<file path="config.mk">
export PLATFORM = sky130hd
export DESIGN_NAME = point_set_total_distance
export DESIGN_NICKNAME = d
export VERILOG_FILES = /design/src/hdl/pstd_pkg.sv /design/src/hdl/pstd_ram.sv /design/src/hdl/pstd_sqrt.sv /design/src/hdl/pstd_datapath.sv /design/src/hdl/pstd_ctrl.sv /design/src/hdl/point_set_total_distance.sv
export SDC_FILE = /design/constraint.sdc
export NUM_CORES = 2
export LEC_CHECK = 0
export BUFFER_PORTS_ARGS = -buffer_cell sky130_fd_sc_hd__buf_2
export CORE_MARGIN = 1
export CORE_UTILIZATION = 35
export DETAILED_ROUTE_END_ITERATION = 6
export MAX_ROUTING_LAYER = met4
export PLACE_DENSITY = 0.51
export SYNTH_ARGS = -nofsm -noshare
export SYNTH_HDL_FRONTEND = slang
export SYNTH_HIERARCHICAL = 1
export SYNTH_SLANG_ARGS = --single-unit
</file>
<file path="constraint.sdc">
create_clock -name clk_i -period 7.25 [get_ports clk_i]
set_input_delay 1.0875 -clock clk_i [delete_from_list [all_inputs] [get_ports clk_i]]
set_output_delay 1.0875 -clock clk_i [all_outputs]
set_load 0.05 [all_outputs]
</file>
<file path="src/hdl/pstd_pkg.sv">
`timescale 1ns / 1ps
// ----------------------------------------------------------------------------
// Point set total distance: shared package
// Sizes, codes and the command and status records between the controller
// and the datapath.
// ----------------------------------------------------------------------------
package pstd_pkg;

  localparam int MAX_POINTS  = 64;
  localparam int COORD_WIDTH = 16;

  localparam int KIND_W      = 2;
  localparam int POS_W       = 6;
  localparam int TOTAL_W     = 29;
  localparam int COUNT_OUT_W = 7;
  localparam int STATUS_W    = 2;

  localparam int IDX_W  = $clog2(MAX_POINTS);
  localparam int CNT_W  = $clog2(MAX_POINTS + 1);
  localparam int CMP_W  = (POS_W > CNT_W) ? POS_W : CNT_W;
  localparam int PT_W   = 2 * COORD_WIDTH;
  localparam int SQ_W   = 2 * COORD_WIDTH + 1;
  localparam int ROOT_W = COORD_WIDTH + 1;
  localparam int RT_W   = 2 * ROOT_W + 1;
  localparam int ACC_W  = ROOT_W + 2 * IDX_W;
  localparam int SAT_W  = (ACC_W + 1 > TOTAL_W) ? ACC_W + 1 : TOTAL_W;

  localparam logic [TOTAL_W-1:0] TOTAL_MAX = '1;

  typedef enum logic [KIND_W-1:0] {
    KIND_APPEND = 2'd0,
    KIND_REMOVE = 2'd1,
    KIND_TOTAL  = 2'd2,
    KIND_NONE   = 2'd3
  } kind_e;

  typedef enum logic [STATUS_W-1:0] {
    STATUS_OK    = 2'd0,
    STATUS_FULL  = 2'd1,
    STATUS_RANGE = 2'd2
  } status_e;

  // Purpose of a memory read, carried along with the read data.
  typedef enum logic [1:0] {
    RD_A    = 2'd0,
    RD_B    = 2'd1,
    RD_MOVE = 2'd2
  } rd_kind_e;

  typedef enum logic [1:0] {
    TOT_HOLD = 2'd0,
    TOT_ZERO = 2'd1,
    TOT_SAT  = 2'd2
  } tot_op_e;

  typedef struct packed {
    logic             app_we;
    logic [IDX_W-1:0] app_addr;
    logic             rd_en;
    rd_kind_e         rd_kind;
    logic [IDX_W-1:0] rd_addr;
    logic             acc_clr;
    tot_op_e          tot_op;
  } cmd_t;

  typedef struct packed {
    logic pipe_idle;
  } dp_status_t;

endpackage

</file>
<file path="src/hdl/pstd_ram.sv">
`timescale 1ns / 1ps
// ----------------------------------------------------------------------------
// Generic simple dual-port RAM
// One write port and one read port, read data registered.
// ----------------------------------------------------------------------------
module pstd_ram #(
  parameter int WIDTH = 8,
  parameter int DEPTH = 16,
  localparam int AW   = $clog2(DEPTH)
) (
  input  logic             clk_i,
  input  logic             we_i,
  input  logic [AW-1:0]    waddr_i,
  input  logic [WIDTH-1:0] wdata_i,
  input  logic             re_i,
  input  logic [AW-1:0]    raddr_i,
  output logic [WIDTH-1:0] rdata_o
);

  logic [WIDTH-1:0] mem_q [DEPTH];
  logic [WIDTH-1:0] rdata_q;

  always_ff @(posedge clk_i) begin
    if (we_i) begin
      mem_q[waddr_i] <= wdata_i;
    end
    if (re_i) begin
      rdata_q <= mem_q[raddr_i];
    end
  end

  assign rdata_o = rdata_q;

endmodule

</file>
<file path="src/hdl/pstd_sqrt.sv">
`timescale 1ns / 1ps
// ----------------------------------------------------------------------------
// Pipelined floor square root
// One result bit per stage, one radicand accepted every cycle.
// ----------------------------------------------------------------------------
module pstd_sqrt (
  input  logic                      clk_i,
  input  logic                      rst_ni,
  input  logic                      valid_i,
  input  logic [pstd_pkg::SQ_W-1:0] rad_i,
  output logic                      valid_o,
  output logic [pstd_pkg::ROOT_W-1:0] root_o,
  output logic                      idle_o
);
  import pstd_pkg::*;

  logic              v_q    [ROOT_W];
  logic [RT_W-1:0]   rem_q  [ROOT_W];
  logic [ROOT_W-1:0] root_q [ROOT_W];

  // The remainder holds radicand minus root squared; each stage tries to set
  // one more root bit, from the top down.
  for (genvar s = 0; s < ROOT_W; s++) begin : g_stage
    localparam int K = ROOT_W - 1 - s;
    logic              v_in;
    logic [RT_W-1:0]   rem_in;
    logic [ROOT_W-1:0] root_in;
    logic [RT_W-1:0]   trial;

    if (s == 0) begin : g_first
      assign v_in    = valid_i;
      assign rem_in  = RT_W'(rad_i);
      assign root_in = '0;
    end else begin : g_next
      assign v_in    = v_q[s-1];
      assign rem_in  = rem_q[s-1];
      assign root_in = root_q[s-1];
    end

    assign trial = (RT_W'(root_in) << (K + 1)) + (RT_W'(1) << (2 * K));

    always_ff @(posedge clk_i or negedge rst_ni) begin
      if (!rst_ni) begin
        v_q[s] <= 1'b0;
      end else begin
        v_q[s] <= v_in;
      end
    end

    always_ff @(posedge clk_i) begin
      if (rem_in >= trial) begin
        rem_q[s]  <= rem_in - trial;
        root_q[s] <= root_in | (ROOT_W'(1) << K);
      end else begin
        rem_q[s]  <= rem_in;
        root_q[s] <= root_in;
      end
    end
  end

  always_comb begin
    idle_o = 1'b1;
    for (int s = 0; s < ROOT_W; s++) begin
      if (v_q[s]) begin
        idle_o = 1'b0;
      end
    end
  end

  assign valid_o = v_q[ROOT_W-1];
  assign root_o  = root_q[ROOT_W-1];

endmodule

</file>
<file path="src/hdl/pstd_datapath.sv">
`timescale 1ns / 1ps
// ----------------------------------------------------------------------------
// Point set total distance: datapath
// Point memory, list moves, pair distance pipeline and the running total.
// ----------------------------------------------------------------------------
module pstd_datapath (
  input  logic                                    clk_i,
  input  logic                                    rst_ni,
  input  pstd_pkg::cmd_t                          cmd_i,
  input  logic signed [pstd_pkg::COORD_WIDTH-1:0] x_coord_i,
  input  logic signed [pstd_pkg::COORD_WIDTH-1:0] y_coord_i,
  output pstd_pkg::dp_status_t                    status_o,
  output logic [pstd_pkg::TOTAL_W-1:0]            total_o
);
  import pstd_pkg::*;

  localparam int CW = COORD_WIDTH;

  logic             we;
  logic [IDX_W-1:0] waddr;
  logic [PT_W-1:0]  wdata;
  logic [PT_W-1:0]  rdata;

  logic             rd_valid_q;
  rd_kind_e         rd_kind_q;
  logic [IDX_W-1:0] rd_addr_q;

  logic [CW-1:0] a_x_q, a_y_q;
  logic [CW-1:0] b_x, b_y;
  logic [CW:0]   dx, dy;

  logic              s1_v_q, s2_v_q, s3_v_q;
  logic [CW-1:0]     abs_x_q, abs_y_q;
  logic [2*CW-1:0]   sq_x_q, sq_y_q;
  logic [SQ_W-1:0]   rad_q;

  logic              root_v;
  logic [ROOT_W-1:0] root;
  logic              sqrt_idle;

  logic [ACC_W-1:0]   acc_q;
  logic [SAT_W-1:0]   doubled;
  logic [TOTAL_W-1:0] total_q;

  // A removal moves each read entry down by one place in the following cycle.
  always_comb begin
    we    = 1'b0;
    waddr = cmd_i.app_addr;
    wdata = {x_coord_i, y_coord_i};
    if (cmd_i.app_we) begin
      we = 1'b1;
    end else if (rd_valid_q && rd_kind_q == RD_MOVE) begin
      we    = 1'b1;
      waddr = rd_addr_q - IDX_W'(1);
      wdata = rdata;
    end
  end

  pstd_ram #(
    .WIDTH (PT_W),
    .DEPTH (MAX_POINTS)
  ) u_ram (
    .clk_i   (clk_i),
    .we_i    (we),
    .waddr_i (waddr),
    .wdata_i (wdata),
    .re_i    (cmd_i.rd_en),
    .raddr_i (cmd_i.rd_addr),
    .rdata_o (rdata)
  );

  always_ff @(posedge clk_i or negedge rst_ni) begin
    if (!rst_ni) begin
      rd_valid_q <= 1'b0;
      rd_kind_q  <= RD_A;
      s1_v_q     <= 1'b0;
      s2_v_q     <= 1'b0;
      s3_v_q     <= 1'b0;
    end else begin
      rd_valid_q <= cmd_i.rd_en;
      rd_kind_q  <= cmd_i.rd_kind;
      s1_v_q     <= rd_valid_q && rd_kind_q == RD_B;
      s2_v_q     <= s1_v_q;
      s3_v_q     <= s2_v_q;
    end
  end

  always_ff @(posedge clk_i) begin
    rd_addr_q <= cmd_i.rd_addr;
    if (rd_valid_q && rd_kind_q == RD_A) begin
      a_x_q <= rdata[PT_W-1:CW];
      a_y_q <= rdata[CW-1:0];
    end
  end

  assign b_x = rdata[PT_W-1:CW];
  assign b_y = rdata[CW-1:0];
  assign dx  = {b_x[CW-1], b_x} - {a_x_q[CW-1], a_x_q};
  assign dy  = {b_y[CW-1], b_y} - {a_y_q[CW-1], a_y_q};

  // The difference of two coordinates is at most 2^CW - 1 in magnitude.
  always_ff @(posedge clk_i) begin
    abs_x_q <= dx[CW] ? CW'(~dx + (CW+1)'(1)) : CW'(dx);
    abs_y_q <= dy[CW] ? CW'(~dy + (CW+1)'(1)) : CW'(dy);
    sq_x_q  <= (2*CW)'(abs_x_q) * (2*CW)'(abs_x_q);
    sq_y_q  <= (2*CW)'(abs_y_q) * (2*CW)'(abs_y_q);
    rad_q   <= SQ_W'(sq_x_q) + SQ_W'(sq_y_q);
  end

  pstd_sqrt u_sqrt (
    .clk_i   (clk_i),
    .rst_ni  (rst_ni),
    .valid_i (s3_v_q),
    .rad_i   (rad_q),
    .valid_o (root_v),
    .root_o  (root),
    .idle_o  (sqrt_idle)
  );

  // Only pairs with i < j are visited; doubling gives the ordered-pair sum.
  always_ff @(posedge clk_i) begin
    if (cmd_i.acc_clr) begin
      acc_q <= '0;
    end else if (root_v) begin
      acc_q <= acc_q + ACC_W'(root);
    end
  end

  assign doubled = SAT_W'({acc_q, 1'b0});

  always_ff @(posedge clk_i) begin
    unique case (cmd_i.tot_op)
      TOT_ZERO: total_q <= '0;
      TOT_SAT: begin
        if (doubled > SAT_W'(TOTAL_MAX)) begin
          total_q <= TOTAL_MAX;
        end else begin
          total_q <= TOTAL_W'(doubled);
        end
      end
      default: total_q <= total_q;
    endcase
  end

  assign status_o.pipe_idle = !rd_valid_q && !s1_v_q && !s2_v_q && !s3_v_q && sqrt_idle;
  assign total_o = total_q;

endmodule

</file>
<file path="src/hdl/pstd_ctrl.sv">
`timescale 1ns / 1ps
// ----------------------------------------------------------------------------
// Point set total distance: controller
// Sequences appends, removals and pair sweeps and keeps the point count.
// ----------------------------------------------------------------------------
module pstd_ctrl (
  input  logic                               clk_i,
  input  logic                               rst_ni,
  input  logic                               start,
  output logic                               busy,
  input  logic [pstd_pkg::KIND_W-1:0]        kind_i,
  input  logic [pstd_pkg::POS_W-1:0]         position_i,
  output pstd_pkg::cmd_t                     cmd_o,
  input  pstd_pkg::dp_status_t               status_i,
  output logic                               done_o,
  output logic [pstd_pkg::COUNT_OUT_W-1:0]   point_count_o,
  output logic [pstd_pkg::STATUS_W-1:0]      status_o
);
  import pstd_pkg::*;

  typedef enum logic [5:0] {
    S_IDLE  = 6'b000001,
    S_MOVE  = 6'b000010,
    S_FIN   = 6'b000100,
    S_ROW   = 6'b001000,
    S_PAIR  = 6'b010000,
    S_DRAIN = 6'b100000
  } state_e;

  state_e           state_q, state_d;
  logic [CNT_W-1:0] count_q, count_d;
  logic [IDX_W-1:0] i_q, i_d;
  logic [IDX_W-1:0] j_q, j_d;
  logic             done_q, done_d;
  status_e          stat_q, stat_d;

  kind_e            kind;
  logic [CMP_W-1:0] pos_ext;
  logic [CMP_W-1:0] cnt_ext;
  logic [CNT_W-1:0] last;

  assign kind    = kind_e'(kind_i);
  assign pos_ext = CMP_W'(position_i);
  assign cnt_ext = CMP_W'(count_q);
  assign last    = count_q - CNT_W'(1);
  assign busy    = state_q != S_IDLE;

  always_comb begin
    state_d = state_q;
    count_d = count_q;
    i_d     = i_q;
    j_d     = j_q;
    done_d  = 1'b0;
    stat_d  = stat_q;

    cmd_o          = '0;
    cmd_o.app_addr = count_q[IDX_W-1:0];
    cmd_o.rd_kind  = RD_A;
    cmd_o.tot_op   = TOT_HOLD;

    unique case (state_q)
      S_IDLE: begin
        if (start) begin
          unique case (kind)
            KIND_APPEND: begin
              done_d       = 1'b1;
              cmd_o.tot_op = TOT_ZERO;
              if (count_q == CNT_W'(MAX_POINTS)) begin
                stat_d = STATUS_FULL;
              end else begin
                stat_d       = STATUS_OK;
                cmd_o.app_we = 1'b1;
                count_d      = count_q + CNT_W'(1);
              end
            end
            KIND_REMOVE: begin
              if (pos_ext >= cnt_ext) begin
                done_d       = 1'b1;
                stat_d       = STATUS_RANGE;
                cmd_o.tot_op = TOT_ZERO;
              end else if (pos_ext + CMP_W'(1) == cnt_ext) begin
                // Removing the last point needs no entries to move.
                done_d       = 1'b1;
                stat_d       = STATUS_OK;
                cmd_o.tot_op = TOT_ZERO;
                count_d      = last;
              end else begin
                j_d     = pos_ext[IDX_W-1:0] + IDX_W'(1);
                state_d = S_MOVE;
              end
            end
            KIND_TOTAL: begin
              cmd_o.acc_clr = 1'b1;
              i_d           = '0;
              if (count_q < CNT_W'(2)) begin
                state_d = S_DRAIN;
              end else begin
                state_d = S_ROW;
              end
            end
            default: begin
              done_d       = 1'b1;
              stat_d       = STATUS_OK;
              cmd_o.tot_op = TOT_ZERO;
            end
          endcase
        end
      end
      S_MOVE: begin
        cmd_o.rd_en   = 1'b1;
        cmd_o.rd_kind = RD_MOVE;
        cmd_o.rd_addr = j_q;
        if (CNT_W'(j_q) == last) begin
          state_d = S_FIN;
        end else begin
          j_d = j_q + IDX_W'(1);
        end
      end
      S_FIN: begin
        // The final move is written at the end of this cycle.
        done_d       = 1'b1;
        stat_d       = STATUS_OK;
        cmd_o.tot_op = TOT_ZERO;
        count_d      = last;
        state_d      = S_IDLE;
      end
      S_ROW: begin
        cmd_o.rd_en   = 1'b1;
        cmd_o.rd_kind = RD_A;
        cmd_o.rd_addr = i_q;
        j_d           = i_q + IDX_W'(1);
        state_d       = S_PAIR;
      end
      S_PAIR: begin
        cmd_o.rd_en   = 1'b1;
        cmd_o.rd_kind = RD_B;
        cmd_o.rd_addr = j_q;
        if (CNT_W'(j_q) == last) begin
          if (CNT_W'(i_q) + CNT_W'(1) == last) begin
            state_d = S_DRAIN;
          end else begin
            i_d     = i_q + IDX_W'(1);
            state_d = S_ROW;
          end
        end else begin
          j_d = j_q + IDX_W'(1);
        end
      end
      S_DRAIN: begin
        if (status_i.pipe_idle) begin
          done_d       = 1'b1;
          stat_d       = STATUS_OK;
          cmd_o.tot_op = TOT_SAT;
          state_d      = S_IDLE;
        end
      end
      default: begin
        state_d = S_IDLE;
      end
    endcase
  end

  always_ff @(posedge clk_i or negedge rst_ni) begin
    if (!rst_ni) begin
      state_q <= S_IDLE;
      count_q <= '0;
      i_q     <= '0;
      j_q     <= '0;
      done_q  <= 1'b0;
      stat_q  <= STATUS_OK;
    end else begin
      state_q <= state_d;
      count_q <= count_d;
      i_q     <= i_d;
      j_q     <= j_d;
      done_q  <= done_d;
      stat_q  <= stat_d;
    end
  end

  assign done_o        = done_q;
  assign point_count_o = COUNT_OUT_W'(count_q);
  assign status_o      = stat_q;

endmodule

</file>
<file path="src/hdl/point_set_total_distance.sv">
`timescale 1ns / 1ps
// ----------------------------------------------------------------------------
// Point set total distance: top level
// Ordered list of 2-D points with append, remove and total-distance commands.
// ----------------------------------------------------------------------------
// A command is taken when start is high and busy is low. Its result appears
// on total_distance_o, point_count_o and status_o for exactly one cycle with
// done_o high; the receiver cannot stall it, so it must capture the beat in
// that cycle. An append, a rejected command, the removal of the last point or
// the unused kind keeps busy low, and its result beat comes in the next cycle.
// Any other removal keeps busy high while the later entries move down, one
// entry per cycle through the point memory. A total keeps busy high while
// the pairs are swept and the pipeline drains: when there are two or more
// points, each row reads its first point and then every later point, one
// read per cycle from the single memory read port, each pair goes through a
// pipelined square root, and the pipeline then drains.
// For these longer commands the result beat comes in the cycle in which busy
// falls.
module point_set_total_distance (
  input  logic                                    clk_i,
  input  logic                                    rst_ni,
  input  logic                                    start,
  output logic                                    busy,
  input  logic [pstd_pkg::KIND_W-1:0]             kind_i,
  input  logic signed [pstd_pkg::COORD_WIDTH-1:0] x_coord_i,
  input  logic signed [pstd_pkg::COORD_WIDTH-1:0] y_coord_i,
  input  logic [pstd_pkg::POS_W-1:0]              position_i,
  output logic                                    done_o,
  output logic [pstd_pkg::TOTAL_W-1:0]            total_distance_o,
  output logic [pstd_pkg::COUNT_OUT_W-1:0]        point_count_o,
  output logic [pstd_pkg::STATUS_W-1:0]           status_o
);
  import pstd_pkg::*;

  cmd_t       cmd;
  dp_status_t dp_status;

  pstd_ctrl u_ctrl (
    .clk_i         (clk_i),
    .rst_ni        (rst_ni),
    .start         (start),
    .busy          (busy),
    .kind_i        (kind_i),
    .position_i    (position_i),
    .cmd_o         (cmd),
    .status_i      (dp_status),
    .done_o        (done_o),
    .point_count_o (point_count_o),
    .status_o      (status_o)
  );

  pstd_datapath u_datapath (
    .clk_i     (clk_i),
    .rst_ni    (rst_ni),
    .cmd_i     (cmd),
    .x_coord_i (x_coord_i),
    .y_coord_i (y_coord_i),
    .status_o  (dp_status),
    .total_o   (total_distance_o)
  );

endmodule

</file>
==> impl_metrics.env <==
export IMPL_status="complete, no violations"
export IMPL_grt_pass1_vias=79400
export IMPL_post_drt_wl_per_cell_um=24.6
export IMPL_worst_slew_pin_slew_ns=1.31
export IMPL_tns_ns=0
export IMPL_synth_most_common_cell="edfxtp_1"
export IMPL_clock_fmax_ghz=0.147
export IMPL_wirelength_um=364000
export IMPL_cts_tree="built"
export IMPL_drive_above_1_share_pct=15.3
export IMPL_nets=10300
export IMPL_fp_dieArea_um2=386000
export IMPL_grt_pass1_wl_um=537000
export IMPL_gp_congestion=0.872
export IMPL_hold_violations=0
export IMPL_critPathArrivalTime_ns=7.62
export IMPL_yosys_area_top_type_share_pct=47.9
export IMPL_synth_area_um2=134000
export IMPL_syn_area_per_cell_um2=14.7
export IMPL_wl_met2_um=181000
export IMPL_fin_worst_skew_ns=0.0946
export IMPL_ant_nets=0
export IMPL_num_io_pins=83
export IMPL_required_ns=8.08
export IMPL_routed_top_layer="met4"
export IMPL_antenna_found_initial=25
export IMPL_synthCells=9151
export IMPL_die_x_um=621
export IMPL_cts_inserted_buffers=336
export IMPL_crit_buf_inv=6
export IMPL_crit_cells=22
export IMPL_clockRootBuffer="clkbuf_16"
export IMPL_startpoint_type="register"
export IMPL_first_pass_iters=6
export IMPL_cp_max_fo=15
export IMPL_drtIter0Drc=6003
export IMPL_via_count=76300
export IMPL_coreArea_um2=380000
export IMPL_grt_overflow=0
export IMPL_cp_cell_sequence="inv_1 > fa_1 > inv_1 > fa_1 > inv_1 > fa_1 > inv_1 > fa_1 > fa_1 > inv_1 > fa_1 > inv_1 > ha_1 > and4_1 > a21oi_1 > o21ai_0 > a211oi_1 > o221ai_1 > a221oi_1 > o21ai_0 > a21oi_1 > xnor2_1"
export IMPL_synth_top_cells_by_area="edfxtp_1 48%, dfxtp_1 13%, mux4_2 7.5%, fa_1 5.0%, ha_1 4.3%"
export IMPL_wl_met1_um=157000
export IMPL_timing_final_crit_share_pct=93.7
export IMPL_fp_row_count=226
export IMPL_cts_hold_buf=0
export IMPL_start_util_pct=35.3
export IMPL_synth_top_area_cell="edfxtp_1"
export IMPL_post_cts_setup_buffer_count=0
export IMPL_grt_use_total_pct=19.4
export IMPL_synth_ff_type="edfxtp_1"
export IMPL_routed_wl_met3_um=16200
export IMPL_drc=0
export IMPL_synth_seq_area_share_pct=62.0
export IMPL_clkTransAtPathRegs_ns=0.07
export IMPL_ys_warnings_count=6
export IMPL_final_min_clock_period_ns=6.80
export IMPL_min_path_type="primary input to async pin"
export IMPL_dieHeight_um=621
export IMPL_cts_num_sinks=3066
export IMPL_vias_per_cell=5.16
export IMPL_rsz0062_at_grt="no"
export IMPL_yosysUniqueCellTypes=117
export IMPL_grt_max_degree=114
export IMPL_synth_async_sr_flop_share_pct=1.66
export IMPL_fillers=35000
export IMPL_postCtsResizedCells=0
export IMPL_crit_family="adder cells"
export IMPL_area_growth_syn_to_layout_pct=14.2
export IMPL_cp_slowest_cell="dfxtp_1"
export IMPL_ff2ff_path_depth=22
export IMPL_htreeDepth=5
export IMPL_io_buffers=82
export IMPL_ys_ff_latch=3066
export IMPL_drv_slew=0
export IMPL_maxCapViolations=0
export IMPL_clockBufferDepth=4
export IMPL_max_stage_delay_ns=0.73
export IMPL_synth_edf_count=2141
export IMPL_relSlewSlack_pct=12.1
export IMPL_setup_viol=0
export IMPL_synth_common_cells="2141 x edfxtp_1, 874 x dfxtp_1, 792 x inv_1, 544 x nand2_1, 463 x ha_1"
export IMPL_end_kind="register"
export IMPL_crit_type="register to register"
export IMPL_insertion_delay_ns=0.95
export IMPL_hpwlAfterDp_um=242000
[per-stage QoR]
stage               cells  hold WS [ns]  utilization, %  instance area [µm²]  setup slack, ns
floorplan            9152         0.310               -               134000            0.978
global placement    14200         0.314            37.3               142000            0.308
detailed placement  14200         0.312            37.3               142000            0.406
CTS                 14800         0.226            40.3               153000            0.381
global route        14800         0.315            40.3               153000          0.00857
finish              14800         0.281            40.3               153000            0.453
[flip-flops by register name, summed over array words and instances (netlist names), 7 cells and up]
register and count:
u_ctrl/point_count_o 7, u_datapath/a_x_q 16, u_datapath/a_y_q 16, u_datapath/abs_x_q 16, u_datapath/abs_y_q 16, u_datapath/acc_q 29
u_datapath/rad_q 33, u_datapath/sq_x_q 31, u_datapath/sq_y_q 31, u_datapath/total_o 29, u_datapath/u_ram/mem_q 2048, u_datapath/u_ram/rdata_o 32
u_datapath/u_sqrt/g_stage.v_in 16, u_datapath/u_sqrt/rem_q 559, u_datapath/u_sqrt/root_q 153
[final cells by class]
| class | count | area (µm²) | area share [%] |
|---|---|---|---|
| flip-flops and latches | 3066 | 83100 | 54.3 |
| multi-input cells | 4969 | 47000 | 30.7 |
| clock buffers | 432 | 9080 | 5.93 |
| well taps | 5016 | 6280 | 4.10 |
| inverters | 793 | 2980 | 1.94 |
| repair buffers | 332 | 2600 | 1.70 |
| clock inverters | 178 | 2080 | 1.36 |
| diodes | 11 | 27.5 | 0.0180 |
[final timing paths]
path | startpoint | end | slack (ns)
min in group clk_i | u_datapath/u_sqrt/root_q[14][6] | u_datapath/u_sqrt/root_q[15][6] | 0.32
max in group asynchronous | rst_ni | u_datapath/u_sqrt/g_stage[8].v_in | 6.47
setup reg to reg | u_datapath/abs_y_q[7] | u_datapath/sq_y_q[31] | 0.45
setup / recovery | u_datapath/abs_y_q[7] | u_datapath/sq_y_q[31] | 0.45
hold reg to reg | u_datapath/u_sqrt/root_q[14][6] | u_datapath/u_sqrt/root_q[15][6] | 0.32
hold / removal | rst_ni | u_ctrl/j_q[2] | 0.28
[layout by cell type (no fill, tap or decap), types with 50 or more instances in the layout]
cell type and instances:
a21o_1 94, inv_1 792, and2_1 113, a211oi_1 52
nor2_1 291, a21oi_1 240, nor3_1 112, dfrtp_1 50
nor4_1 101, clkbuf_16 341, a22oi_1 134, o21a_1 79
ha_1 463, nand2b_1 77, nor2_4 67, mux2i_1 227
clkbuf_1 70, edfxtp_1 2141, xor2_1 216, buf_4 225
nand3_1 112, nand2_1 514, buf_2 82, mux4_2 446
fa_1 332, or3_1 54, dfxtp_1 870, xnor2_1 231
o21ai_0 270, nor2b_1 63
[worst register-to-register path: stages, from the launching register on]
cell and delay, ns:
dfxtp_1 0.73, inv_1 0.18, fa_1 0.56, inv_1 0.05, fa_1 0.49, inv_1 0.05, fa_1 0.49, inv_1 0.06
fa_1 0.50, fa_1 0.54, inv_1 0.05, fa_1 0.52, inv_1 0.04, ha_1 0.34, and4_1 0.23, a21oi_1 0.14
o21ai_0 0.13, a211oi_1 0.38, o221ai_1 0.24, a221oi_1 0.47, o21ai_0 0.16, a21oi_1 0.19, xnor2_1 0.15
[cells by family after synthesis]
| kind of cell | synth area share, % |
|---|---|
| DFF | 62.0 |
| and+or+nand+nor | 6.69 |
| AOI/OAI and AO/OA | 6.22 |
| buffers and inverters | 3.55 |
| adders and majority gates | 9.28 |
| muxes | 9.37 |
| xor gates and xnor gates | 2.94 |
| other | 0.00280 |
[per-layer routing]
metal,global-route usage [%],vias up
met3,2.13,474
li1,-,34500
met5,-,-
met2,32.8,1805
met4,4.75,0
met1,24.9,39500
Power is not shown: default switching activity piles up to over one toggle a cycle in this logic, so the estimate is an artifact.
